[src/rtl/msrb_pkg.sv]
`timescale 1ns / 1ps

package msrb_pkg;

    localparam int RAM_ADDR_BITS = 10;
    localparam int RAM_DEPTH     = 1 << RAM_ADDR_BITS;
    localparam int BUS_ADDR_BITS = 12;

    // access kinds
    localparam logic MODE_READ  = 1'b0;
    localparam logic MODE_WRITE = 1'b1;

    // register selects
    localparam logic [2:0] SEL_P1_DATA = 3'd0;
    localparam logic [2:0] SEL_P2_DATA = 3'd1;
    localparam logic [2:0] SEL_P3_DATA = 3'd2;
    localparam logic [2:0] SEL_P4_DATA = 3'd3;
    localparam logic [2:0] SEL_P1_DIR  = 3'd4;
    localparam logic [2:0] SEL_P2_DIR  = 3'd5;
    localparam logic [2:0] SEL_P3_DIR  = 3'd6;
    localparam logic [2:0] SEL_P4_DIR  = 3'd7;

    // port bit roles
    localparam int P1_RW_BIT     = 7;
    localparam int P1_IRQ_BIT    = 6;
    localparam int P1_COIN_BIT   = 4;
    localparam int P2_STROBE_BIT = 4;

    // bus map
    localparam int ADDR_IO_BIT = 11;
    localparam logic [1:0] RAM_WINDOW = 2'b11;

    // switch / player sources by address low bits
    localparam logic [1:0] SRC_SW_A = 2'd0;
    localparam logic [1:0] SRC_SW_B = 2'd1;
    localparam logic [1:0] SRC_PL_A = 2'd2;
    localparam logic [1:0] SRC_PL_B = 2'd3;

    localparam int IN_DATA_W  = 64;
    localparam int IN_USER_W  = 4;
    localparam int OUT_DATA_W = 24;

    typedef enum logic [1:0] {
        S_CLEAR,
        S_IDLE,
        S_EXEC
    } t_state;

    typedef struct packed {
        logic [7:0] player_in_b;
        logic [7:0] player_in_a;
        logic [7:0] switch_bank_b;
        logic [7:0] switch_bank_a;
        logic [7:0] port4_pins;
        logic [7:0] port2_pins;
        logic [7:0] port1_pins;
        logic [7:0] write_data;
        logic [2:0] reg_select;
        logic       mode;
    } t_item;

    typedef struct packed {
        logic       coin_lockout;
        logic [7:0] irq_vector;
        logic       irq_pulse;
        logic [7:0] read_data;
    } t_result;

    typedef struct packed {
        logic                     en;
        logic [RAM_ADDR_BITS-1:0] addr;
        logic [7:0]               data;
    } t_ram_wr;

endpackage

[src/rtl/msrb_ports.sv]
`timescale 1ns / 1ps

module msrb_ports (
    input  logic                              i_clk,
    input  logic                              i_rst_n,
    input  msrb_pkg::t_item                   i_acc_item,
    input  msrb_pkg::t_item                   i_item,
    input  logic                              i_exec,
    input  logic [7:0]                        i_ram_rdata,
    output logic [msrb_pkg::RAM_ADDR_BITS-1:0] o_rd_addr,
    output msrb_pkg::t_ram_wr                 o_ram_wr,
    output msrb_pkg::t_result                 o_result
);

    logic [7:0] r_dir   [4];
    logic [7:0] r_latch [4];
    logic [7:0] r_p3_in;

    logic [msrb_pkg::BUS_ADDR_BITS-1:0] w_addr;
    logic       w_strobe;
    logic       w_bus_rd;
    logic [7:0] w_pins;
    logic [7:0] w_src;
    logic [1:0] w_idx;

    assign w_idx = i_item.reg_select[1:0];

    // read address goes out with the accept so the data is back for execute
    always_comb begin
        if (i_acc_item.reg_select == msrb_pkg::SEL_P1_DATA) begin
            o_rd_addr = '0;
        end else begin
            o_rd_addr = {i_acc_item.write_data[msrb_pkg::RAM_ADDR_BITS-9:0], r_latch[3]};
        end
    end

    assign w_addr   = {i_item.write_data[3:0], r_latch[3]};
    assign w_strobe = (i_item.mode == msrb_pkg::MODE_WRITE)
                   && (i_item.reg_select == msrb_pkg::SEL_P2_DATA)
                   && !r_latch[1][msrb_pkg::P2_STROBE_BIT]
                   && i_item.write_data[msrb_pkg::P2_STROBE_BIT];
    assign w_bus_rd = r_latch[0][msrb_pkg::P1_RW_BIT];

    always_comb begin
        case (w_idx)
            2'd0:    w_pins = i_item.port1_pins;
            2'd1:    w_pins = i_item.port2_pins;
            2'd2:    w_pins = r_p3_in;
            default: w_pins = i_item.port4_pins;
        endcase
    end

    always_comb begin
        unique case (w_addr[1:0])
            msrb_pkg::SRC_SW_A: w_src = i_item.switch_bank_a;
            msrb_pkg::SRC_SW_B: w_src = i_item.switch_bank_b;
            msrb_pkg::SRC_PL_A: w_src = i_item.player_in_a;
            msrb_pkg::SRC_PL_B: w_src = i_item.player_in_b;
            default:            w_src = i_item.switch_bank_a;
        endcase
    end

    always_comb begin
        o_result = '0;
        if (i_item.mode == msrb_pkg::MODE_READ) begin
            if (i_item.reg_select[2]) begin
                o_result.read_data = r_dir[w_idx];
            end else begin
                o_result.read_data = (r_latch[w_idx] & r_dir[w_idx])
                                   | (w_pins & ~r_dir[w_idx]);
            end
        end else if (i_item.reg_select == msrb_pkg::SEL_P1_DATA) begin
            if (r_latch[0][msrb_pkg::P1_IRQ_BIT] && !i_item.write_data[msrb_pkg::P1_IRQ_BIT]) begin
                o_result.irq_pulse  = 1'b1;
                o_result.irq_vector = i_ram_rdata;
            end
        end
        if (i_item.mode == msrb_pkg::MODE_WRITE
                && i_item.reg_select == msrb_pkg::SEL_P1_DATA) begin
            o_result.coin_lockout = !i_item.write_data[msrb_pkg::P1_COIN_BIT];
        end else begin
            o_result.coin_lockout = !r_latch[0][msrb_pkg::P1_COIN_BIT];
        end
    end

    always_comb begin
        o_ram_wr.addr = w_addr[msrb_pkg::RAM_ADDR_BITS-1:0];
        o_ram_wr.data = r_latch[2];
        o_ram_wr.en   = i_exec && w_strobe && !w_bus_rd
                     && (w_addr[msrb_pkg::BUS_ADDR_BITS-1 -: 2] == msrb_pkg::RAM_WINDOW);
    end

    always_ff @(posedge i_clk) begin
        if (!i_rst_n) begin
            for (int i = 0; i < 4; i++) begin
                r_dir[i]   <= '0;
                r_latch[i] <= '0;
            end
            r_p3_in <= '0;
        end else if (i_exec) begin
            if (i_item.mode == msrb_pkg::MODE_WRITE) begin
                if (i_item.reg_select[2]) begin
                    r_dir[w_idx] <= i_item.write_data;
                end else begin
                    r_latch[w_idx] <= i_item.write_data;
                end
            end
            if (w_strobe && w_bus_rd) begin
                if (!w_addr[msrb_pkg::ADDR_IO_BIT]) begin
                    r_p3_in <= w_src;
                end else if (w_addr[msrb_pkg::BUS_ADDR_BITS-1 -: 2] == msrb_pkg::RAM_WINDOW) begin
                    r_p3_in <= i_ram_rdata;
                end
            end
        end
    end

endmodule

[config.mk]
export PLATFORM = sky130hd
export DESIGN_NAME = msrb_ports
export DESIGN_NICKNAME = d
export VERILOG_FILES = /design/src/rtl/msrb_pkg.sv /design/src/rtl/msrb_ports.sv
export SDC_FILE = /design/constraint.sdc
export NUM_CORES = 1
export LEC_CHECK = 0
export BUFFER_PORTS_ARGS = -buffer_cell sky130_fd_sc_hd__buf_2
export CORE_UTILIZATION = 42
export CTS_BUF_LIST = sky130_fd_sc_hd__clkbuf_16
export DETAILED_ROUTE_END_ITERATION = 16
export PLACE_DENSITY = 0.78
export REMOVE_ABC_BUFFERS = 1
export SLEW_MARGIN = 25
export SYNTH_ARGS = -nofsm -noshare
export SYNTH_HDL_FRONTEND = slang
export SYNTH_SLANG_ARGS = --single-unit
[constraint.sdc]
create_clock -name i_clk -period 1.6 [get_ports i_clk]
set_clock_uncertainty 0.15 [all_clocks]
set_input_delay 0.08 -clock i_clk [delete_from_list [all_inputs] [get_ports i_clk]]
set_output_delay 0.08 -clock i_clk [all_outputs]
set_load 0.01 [all_outputs]
Yosys cells after proc, flatten, opt, wreduce, memory -nomap -nowiden
Memory sizes are Yosys's and may differ from the RTL's.
Index checks and enable logic that the tools add are counted.
Storage, ports and cells
  RAM bits: 64
  input port bits: 147
  memory bits (read-only): 0
  output and inout port bits: 47
  memories: 2
  flip-flop bits (word level): 8
  bits in latches: 0
Memories
  r_dir: depth 4, width 8, rd ports 1, clocked after memory_dff 0, wr ports 4, RTL line msrb_ports.sv:15  | logic [7:0] r_dir [4];
  r_latch: depth 4, width 8, rd ports 5, clocked after memory_dff 0, wr ports 4, RTL line msrb_ports.sv:16  | logic [7:0] r_latch [4];
Cells by class
  add/subtract/negate cells: 0
  divide/modulo/power cells: 0
  shift operators: 0
  eq/ne operators: 8
  magnitude comparators: 0
  multiply operators: 0
  reductions and logical operators: 21
  multiplexer cells: 28
  bitwise logic cells: 4
Operators with widths (number)
  $mux 8: 6
  $pmux 8 s4: 1
  $mux 9: 3
  $pmux 8 s3: 1
  $and 8x8->8: 2
  $reduce_or 8->1: 2
  $mux 1: 14
  $mux 10: 1
  $logic_and 1x1->1: 9
  $eq 2x2->1 const B: 4
  $not 8->8: 1
  $or 8x8->8: 1
  $logic_not 3->1: 2
  $logic_not 1->1: 5
  $eq 2x1->1 const B: 2
  $logic_not 2->1: 2
  $mux 2: 2
  $eq 3x1->1 const B: 1
  $reduce_and 3->1: 1
  $ne 2x1->1 const B: 1

Depth between registers and ports, before layout
Gate-level depths: netlist of run 1.
  word-level depth: 7
  mapped depth: 6
  depth with buffers taken out: 3

Worst setup path after synthesis of run 1
Ideal clock, no wire load.
  path kind: input to register
  start point: input i_item[2] (netlist name)
  end point: memory r_dir[0][0] (enable)
  setup time: 384 ps
  slack: -120 ps
  required time: 1066 ps
  stages: 4
  data arrival time: 1186 ps
  cells stage by stage: buf_6 -> or2_1 -> buf_6 -> o21ai_0
RTL lines
  from (decl): RTL line msrb_ports.sv:7  | input msrb_pkg::t_item i_item,
  to (decl): RTL line msrb_ports.sv:15

==> impl_metrics.toml, run 1 <==
[final_layout]
final_area_mm2 = 0.005595
utilization_pct = 60.27
layout.nets = 630
final_cells = 617
syn_to_final_growth_pct = 37.81
drive_gt1_share_pct = 50.82
antennaDiodeCount = 0

[logic_synthesis]
synthAdderAreaFrac_pct = 0
synth_top_area_share_pct = 47.33
yosysUniqueCellTypes = 32
synth_top_family_by_area = "multiplexers"
yosysWarnings = 0
yosysTopAreaCell = "edfxtp_1"
synthSimpleGateAreaFrac_pct = 16.18
synthTopCellsByCount = "64 x edfxtp_1, 50 x and2_1, 24 x mux4_2, 23 x nor2_1, 16 x mux2_2"
synth.area.mux_share_pct = 19.97
synth_cells = 315
ys_seq_area_share_pct = 51.28
syn_area_per_cell_um2 = 12.89
synth_compound_area_share_pct = 7.519
synth_seq_cells = 72
synth_area_leaders = "edfxtp_1 47%, mux4_2 13%, and2_1 7.7%, mux2_2 4.4%, dfxtp_1 3.9%"
synth_flop_cell = "edfxtp_1"
syn_area_mm2 = 0.004060
yosysMostFrequentCell = "edfxtp_1"
synth_edf_count = 64
synthXorXnorAreaFrac_pct = 0
async_reset_ff_share_pct = 0

[pwr]
p_clk_share_pct = 39.3
p_switching_uw = 1226
netSwitchingFraction_pct = 24.51
p_comb_share_pct = 16.8
p_leak_uw = 0.002325
power_uw = 5004
powerDensity_mw_per_mm2 = 894.3
seq_power_share_pct = 43.9
internal_power_uw = 3778
ir_worst_vdd_uv = 783.9

[detailed_routing]
wl_um = 12220
vias = 3400
via_per_inst = 5.511
wl_per_cell_um = 19.80
dr.pass1.iters = 5
drcViolationCount = 0
drt_iter0_drc = 272
ant_nets = 0

[cts]
root_buffer = "clkbuf_16"
htree_num_levels = 3
clkLatencyLatePin_ns = 0.33
clock-sinks = 72
cts_buffer_depth = 2
path_clk_slew_ns = 0.06
cts_tree = "yes"
numCtsBuffers = 9

[global_route]
grt_use_met2_pct = 41.41
use_met1_pct = 31.23
grt_pass1_wl_um = 18220
met3_usage_pct = 8.426
grt_antenna_before_repair = 0
grt_usage_pct = 25.24
gr-total-overflow = 0
busiest_layer = "met2"
grt_pass1_vias = 3486
grt_max_degree = 19

[critical_path]
cp_max_fo = 2
rr_startpoint = "r_latch[3][0]"
critPathKind = "register to primary output"
crit_start = "r_dir[0][1]"
arrival_ns = 1.70
start_kind = "register"
worstSetupEndpointType = "primary output"
cp.required_ns = 1.37

[status]
violations = "negative setup slack"
status = "finished, violations left"

[timing]
max_slew_margin_pct = 71.32
rsz0062_at_grt = "yes"
min_period_ns = 1.932
hold_violations = 0
period_share_pct = 120.8
fmax_mhz = 517.5
max_slew.worst_pin.slew_ns = 0.4302
worst_slack_ns = -0.3322
setup_viol = 17
slew_viol_final = 0

[die]
rows = 35
design.core.area_mm2 = 0.009284
die_x_um = 100.3
start_util_pct = 43.73
die-area_mm2 = 0.01006
fp.dieH_um = 100.3
io_pins = 194

[placed_design]
hpwl_um = 9302
gp_congestion = 0.9464
place_area_mm2 = 0.005054
portBuffers = 130
post-place-ws_ns = -0.2484
dp_cells = 586

[min_path]
hold_path_class = "input port to register"
min_from = "i_item[4]"

[job]
drv_cap = 0
-- critical path, stage by stage (launching register included) --
cell	delay [ns]
edfxtp_1	0.43
mux4_2	0.51
o32ai_2	0.24
buf_2	0.18
-- placed cells by master, fill, tap and decap left out, types with 8 or more instances in the layout --
master / n
inv_1: 15
and2_1: 49
edfxtp_1: 64
a211oi_1: 8
dlygate4sd3_1: 9
buf_4: 37
mux2i_1: 8
mux4_2: 24
buf_2: 127
clkbuf_16: 9
mux2_2: 16
nor2b_1: 10
dfxtp_1: 8
nor2_1: 23
nand2_1: 9
a41oi_1: 8
-- worst paths after layout --
| path | to | slack, ns | cells past startpoint |
|---|---|---|---|
| worst max-delay path | o_result[1] | -0.33 | 3 |
| worst min-delay path | r_dir[2][0] | 0.01 | 2 |
| worst max register to register | r_p3_in[1] | -0.05 | 5 |
| worst min register to register | r_p3_in[4] | 0.42 | 2 |
-- kinds of logic after synthesis --
| logic type | Yosys count |
|---|---|
| compound gates | 39 |
| buf+inv | 42 |
| flops | 72 |
| mux | 49 |
| simple gates | 113 |
-- cell type report --
type                    count  area, µm²
fillers                   770       3689
flip-flops and latches     72       2082
multi-input cells         201       1857
repair buffers            184       1145
clock buffers               9      225.2
well taps                 129      161.4
clock inverters             7      68.82
inverters                  15      56.30
-- power by group through the flow --
stage / logic [µW] / clock network, µW / registers (µW)
floorplan: 326 / 0 / 2230
global placement: 742 / 0 / 2230
detailed placement: 759 / 0 / 2230
CTS: 827 / 1990 / 2190
global route: 894 / 2060 / 2200
finish: 841 / 1970 / 2200
-- routing by layer --
metal	up-vias	part of all wire (%)
met5	-	0
met3	30	11
met4	0	2.5
met2	217	47
li1	1534	-
met1	1619	40
-- per-stage QoR --
stage | hold slack [ns] | TNS (ns)
floorplan | 0.01000 | -1.213
global placement | 0.2859 | -5.898
detailed placement | 0.2907 | -9.225
CTS | 0.00009640 | -2.897
global route | 0.01716 | -3.474
finish | 0.01095 | -2.562
-- state kept, by name, summed over array words and instances, names as in the netlist --
| name | flops |
|---|---|
| r_latch | 32 |
| r_dir | 32 |
| r_p3_in | 8 |
-- repair_timing --
action | 4_1_cts | 5_1_grt
buffers inserted | 4 | 3
pin swaps | 12 | 5
hold buffers | 9 | 0
endpoints found under the setup margin | 21 | 34
hold endpoints to repair | 17 | 0
resized for setup | 20 | 8
(Power assumes the default switching activity.)
==> run 2: changes to the inputs <==
CORE_UTILIZATION = 41   (was 42)
PLACE_DENSITY = 0.76   (was 0.78)
==> impl_metrics.toml, run 2 (synthesis gave the netlist of run 1 again) <==
[die]
fp.dieH_um = 101.5
io_pins = 194
die_x_um = 101.5
die-area_mm2 = 0.01030
rows = 35
start_util_pct = 43.12
design.core.area_mm2 = 0.009415

[global_route]
grt_pass1_wl_um = 19400
gr-total-overflow = 0
grt_max_degree = 16
grt_usage_pct = 26.61
grt_pass1_vias = 3492
grt_antenna_before_repair = 0

[critical_path]
worstPathCellList = "mux4_2, o32ai_2, buf_4, buf_6"
reg2regPathDepth = 4
slowest_stage = "mux4_2"
reg2reg_to = "r_p3_in[5]"
crit_buf_inv = 2
crit_family = "multiplexers"
cp_max_fo = 2
crit_path_end = "o_result[3]"
rr_startpoint = "r_latch[3][0]"
worstSetupEndpointType = "primary output"
path_depth = 4
crit_start = "r_dir[3][3]"
start_kind = "register"
arrival_ns = 1.77
timing.critical_path.slowest_cell_delay_ns = 0.54
critPathKind = "register to primary output"
cp.required_ns = 1.37
reg2reg_slack_ns = -0.04

[placed_design]
hpwl_um = 9410
gp_congestion = 0.8841
place_area_mm2 = 0.005196
portBuffers = 130

[status]
status = "finished, violations left"
violations = "negative setup slack"

[final_layout]
utilization_pct = 62.31
layout_common_cells = "118 x buf_2, 64 x edfxtp_1, 56 x buf_4"
syn_to_final_growth_pct = 44.50
final_common_cell = "buf_2"
drive_gt1_share_pct = 54.83
layout.nets = 649
top_regs = "r_dir: 32 flops, r_latch: 32 flops, r_p3_in: 8 flops"
final_area_mm2 = 0.005867
antennaDiodeCount = 0

[detailed_routing]
drt_iter0_drc = 286
dr.pass1.iters = 5
wl_um = 12950
wl_per_cell_um = 20.36
via_per_inst = 5.566
drcViolationCount = 0
vias = 3540
ant_nets = 0

[pwr]
ir_worst_vdd_uv = 419.6
powerDensity_mw_per_mm2 = 852.4
p_leak_uw = 0.002446

[timing]
rsz0062_at_grt = "yes"
hold_violations = 0
max_slew.worst_pin.slew_ns = 0.3966
max_slew_margin_pct = 73.28
period_share_pct = 124.7
setup_viol = 19
worst_slack_ns = -0.3959
min_period_ns = 1.996
fmax_mhz = 501.0
fin_tns_setup_ns = -3.415
slew_viol_final = 0

[cts]
cts_tree = "yes"
clock-sinks = 72
root_buffer = "clkbuf_16"
cts_buffer_depth = 2
clkLatencyLatePin_ns = 0.33
numCtsBuffers = 9
htree_num_levels = 3
path_clk_slew_ns = 0.06

[job]
drv_cap = 0

[min_path]
holdPathStages = 2
hold_path_class = "input port to register"
[run 2: cell types whose count changed in the layout (fill, tap and decap cells not counted), sizes merged]
| cell | change |
|---|---|
| clkbuf | -1 |
| dlygate4sd3 | -1 |
| clkinvlp | -1 |
| buf | +21 |
| clkinv | +1 |
[run 2: what timing repair did]
| item | 4_1_cts | 5_1_grt |
|---|---|---|
| pin swaps | 21 | 7 |
| endpoints found under the hold margin | 12 | 0 |
| cloned | 1 | 0 |
| resized for setup | 38 | 15 |
| hold buffers | 8 | 0 |
| setup endpoints to repair | 21 | 24 |
| setup buffers | 6 | 1 |
[run 2: layout make-up]
class | instances | area (µm²)
Fill cell | 746 | 3548
Timing Repair Buffer | 203 | 1363
Multi-Input combinational cell | 201 | 1924
Clock buffer | 9 | 225.2
Inverter | 15 | 56.30
Tap cell | 129 | 161.4
Sequential cell | 72 | 2082
Clock inverter | 7 | 55.05
[run 2: report_power, final]
| group | internal [µW] | total (µW) | switching [µW] |
|---|---|---|---|
| Combinational | 471 | 920 | 449 |
| Sequential | 2150 | 2190 | 45.5 |
| Clock | 1180 | 1890 | 712 |
| Total | 3800 | 5000 | 1210 |
[run 2: worst min-delay path by stage]
stage	to	startpoint	slack, ns
finish	r_latch[3][1]	i_item[5]	0.007
global route	r_latch[3][1]	i_item[5]	0.03
CTS	r_p3_in[0]	i_ram_rdata[0]	0.004
detailed placement	r_dir[3][5]	i_item[9]	0.31
global placement	r_p3_in[1]	i_ram_rdata[1]	0.30
floorplan	o_ram_wr[16]	i_item[4]	0.01
[run 2: routing by layer]
layer	routed length, µm	part of all wire [%]	global-route usage [%]	vias up
met3	1359	10	6.487	28
met1	5296	41	36.05	1690
met4	267	2.1	7.358	0
met5	0	0	0	-
li1	-	-	-	1568
met2	6023	47	42.78	254
[run 2: metrics by stage]
| step | hold WS (ns) | setup slack (ns) | power (µW) | cells |
|---|---|---|---|---|
| 6_report | 0.007494 | -0.3959 | 5001 | 636 |
| 5_1_grt | 0.03177 | -0.4159 | 5169 | 636 |
| 4_1_cts | 0.003591 | -0.3571 | 4990 | 635 |
| 3_5_place_dp | 0.3121 | -0.2742 | 3031 | 605 |
| 3_3_place_gp | 0.3034 | -0.2389 | 3007 | 605 |
| 2_1_floorplan | 0.01000 | -0.09774 | 2560 | 288 |
==> run 3: changes to the inputs <==
--- a/config.mk
+++ b/config.mk
@@ -11,2 +11,3 @@
 export DETAILED_ROUTE_END_ITERATION = 16
+export MAX_ROUTING_LAYER = met4
 export PLACE_DENSITY = 0.76
==> constraint.sdc (replaced) <==
create_clock -name i_clk -period 1.6 [get_ports i_clk]
set_clock_uncertainty 0.15 [all_clocks]
set_input_delay 0.16 -clock i_clk [delete_from_list [all_inputs] [get_ports i_clk]]
set_output_delay 0.16 -clock i_clk [all_outputs]
set_load 0.01 [all_outputs]
==> impl_metrics.toml, run 3 (synthesis gave the netlist of run 1 again) <==
[final_layout]
layout.nets = 651
seq_area_mm2 = 0.002082
drive_gt1_share_pct = 56.39
n_fill_cell = 705
final_common_cell = "buf_2"
top_regs = "r_dir: 32 flops, r_latch: 32 flops, r_p3_in: 8 flops"
layout_common_cells = "118 x buf_2, 66 x buf_4, 64 x edfxtp_1"
utilization_pct = 62.33
syn_to_final_growth_pct = 44.53
multi_input_area_mm2 = 0.001907

[die]
start_util_pct = 43.12
fp.dieH_um = 101.5
die_x_um = 101.5
design.core.area_mm2 = 0.009415
rows = 35
die-area_mm2 = 0.01030
io_pins = 194

[critical_path]
slowest_stage = "mux4_2"
timing.critical_path.slowest_cell_delay_ns = 0.55
crit_buf_inv = 2
crit_family = "multiplexers"
path_depth = 4
reg2regPathDepth = 5
start_kind = "register"
worstPathCellList = "mux4_2, o32ai_2, buf_4, buf_6"
worstSetupEndpointType = "primary output"
critPathKind = "register to primary output"
arrival_ns = 1.77
reg2reg_slack_ns = 0
reg2reg_to = "r_p3_in[2]"
rr_startpoint = "r_latch[1][4]"
cp.required_ns = 1.29
cp_max_fo = 2

[min_path]
holdPathStages = 3
hold_path_class = "input port to register"
min_from = "i_ram_rdata[1]"
holdPathEnd = "r_p3_in[1]"

[timing]
slew_viol_final = 0
worst_slack_ns = -0.4756
rsz0062_at_grt = "yes"
min_period_ns = 2.076
fin_tns_setup_ns = -5.161
hold_violations = 0
setup_viol = 19
period_share_pct = 129.7
max_slew_margin_pct = 73.94
fmax_mhz = 481.8
max_slew.worst_pin.slew_ns = 0.3894

[cts]
path_clk_slew_ns = 0.06
numCtsBuffers = 9
htree_num_levels = 3
root_buffer = "clkbuf_16"
clkLatencyLatePin_ns = 0.34
cts_hold_buffers = 0
cts_tree = "yes"
clock-sinks = 72
cts_buffer_depth = 2

[detailed_routing]
drcViolationCount = 0
via_per_inst = 5.495
drt_iter0_drc = 316
dr.pass1.iters = 7
vias = 3511
ant_nets = 0
wl_per_cell_um = 19.53
wl_um = 12480

[placed_design]
portBuffers = 130
hpwl_um = 9077
gp_congestion = 0.9136

[global_route]
grt_max_degree = 17
gr-total-overflow = 0
grt_pass1_vias = 3477
grt_pass1_wl_um = 18750
grt_antenna_before_repair = 0
grt_usage_pct = 26.33

[pwr]
p_leak_uw = 0.002454
powerDensity_mw_per_mm2 = 866.0
ir_worst_vdd_uv = 537.2

[status]
violations = "negative setup slack"
status = "finished, violations left"

[job]
drv_cap = 0
-- run 3: cell types whose count changed in the layout (fill, tap and decap cells not counted), moves of 2 or more --
cell,change
a211oi_1,+2
a211oi_2,-2
inv_1,-2
clkinvlp_4,+2
o221ai_2,-2
o21ai_1,+2
o21ai_0,-3
mux2i_2,-2
clkinv_4,+2
buf_4,+10
dlygate4sd3_1,-8
clkinv_1,-2
mux2i_1,+2
-- run 3: metal layers --
metal,wire length [µm],up-vias,global-route usage [%]
met5,0,-,-
met4,329,0,12.04
met3,1138,25,3.727
met2,5608,234,39.55
met1,5404,1677,35.41
li1,-,1575,-
-- run 3: worst register-to-register path, stage by stage (launching register included) --
cell,delay (ns)
edfxtp_1,0.40
and4bb_2,0.32
buf_4,0.13
buf_4,0.13
a41oi_1,0.14
a211oi_1,0.24
-- run 3: worst max path at each step --
stage	slack (ns)	to	from
2_1_floorplan	-0.11	r_latch[0][0]	i_item[1]
3_3_place_gp	-0.35	r_dir[0][2]	i_item[1]
3_5_place_dp	-0.37	r_dir[0][0]	i_item[1]
4_1_cts	-0.44	o_result[3]	r_dir[3][3]
5_1_grt	-0.53	o_result[3]	r_dir[3][3]
6_report	-0.48	o_result[3]	r_dir[3][3]
-- run 3: power by group --
group | internal [µW] | switching [µW] | total [µW]
Sequential | 2150 | 45.1 | 2190
Combinational | 468 | 437 | 906
Clock | 1200 | 781 | 1990
-- run 3: final cells by class --
class / count / area share, %
Sequential cell: 72 / 35.48
Multi-Input combinational cell: 201 / 32.49
Timing Repair Buffer: 205 / 23.20
Clock buffer: 9 / 3.838
Tap cell: 129 / 2.751
Clock inverter: 7 / 1.237
Inverter: 15 / 0.9595
Antenna cell: 1 / 0.04264
-- run 3: timing repair --
action,4_1_cts,5_1_grt
hold endpoints to repair,0,0
buffers inserted,7,3
cloned,1,0
pin swaps,18,5
resized for setup,32,21
endpoints found under the setup margin,35,40
-- run 3: through the flow --
step | std cells | setup slack, ns | cell area (µm²) | hold WS [ns] | power [µW]
4_1_cts | 636 | -0.4423 | 5769 | 0.04671 | 5053
5_1_grt | 638 | -0.5263 | 5866 | 0.04686 | 5232
2_1_floorplan | 288 | -0.1069 | 3911 | 0.1700 | 2560
6_report | 639 | -0.4756 | 5868 | 0.04609 | 5082
3_3_place_gp | 613 | -0.3521 | 5256 | 0.3829 | 3016
3_5_place_dp | 613 | -0.3683 | 5256 | 0.3904 | 3034
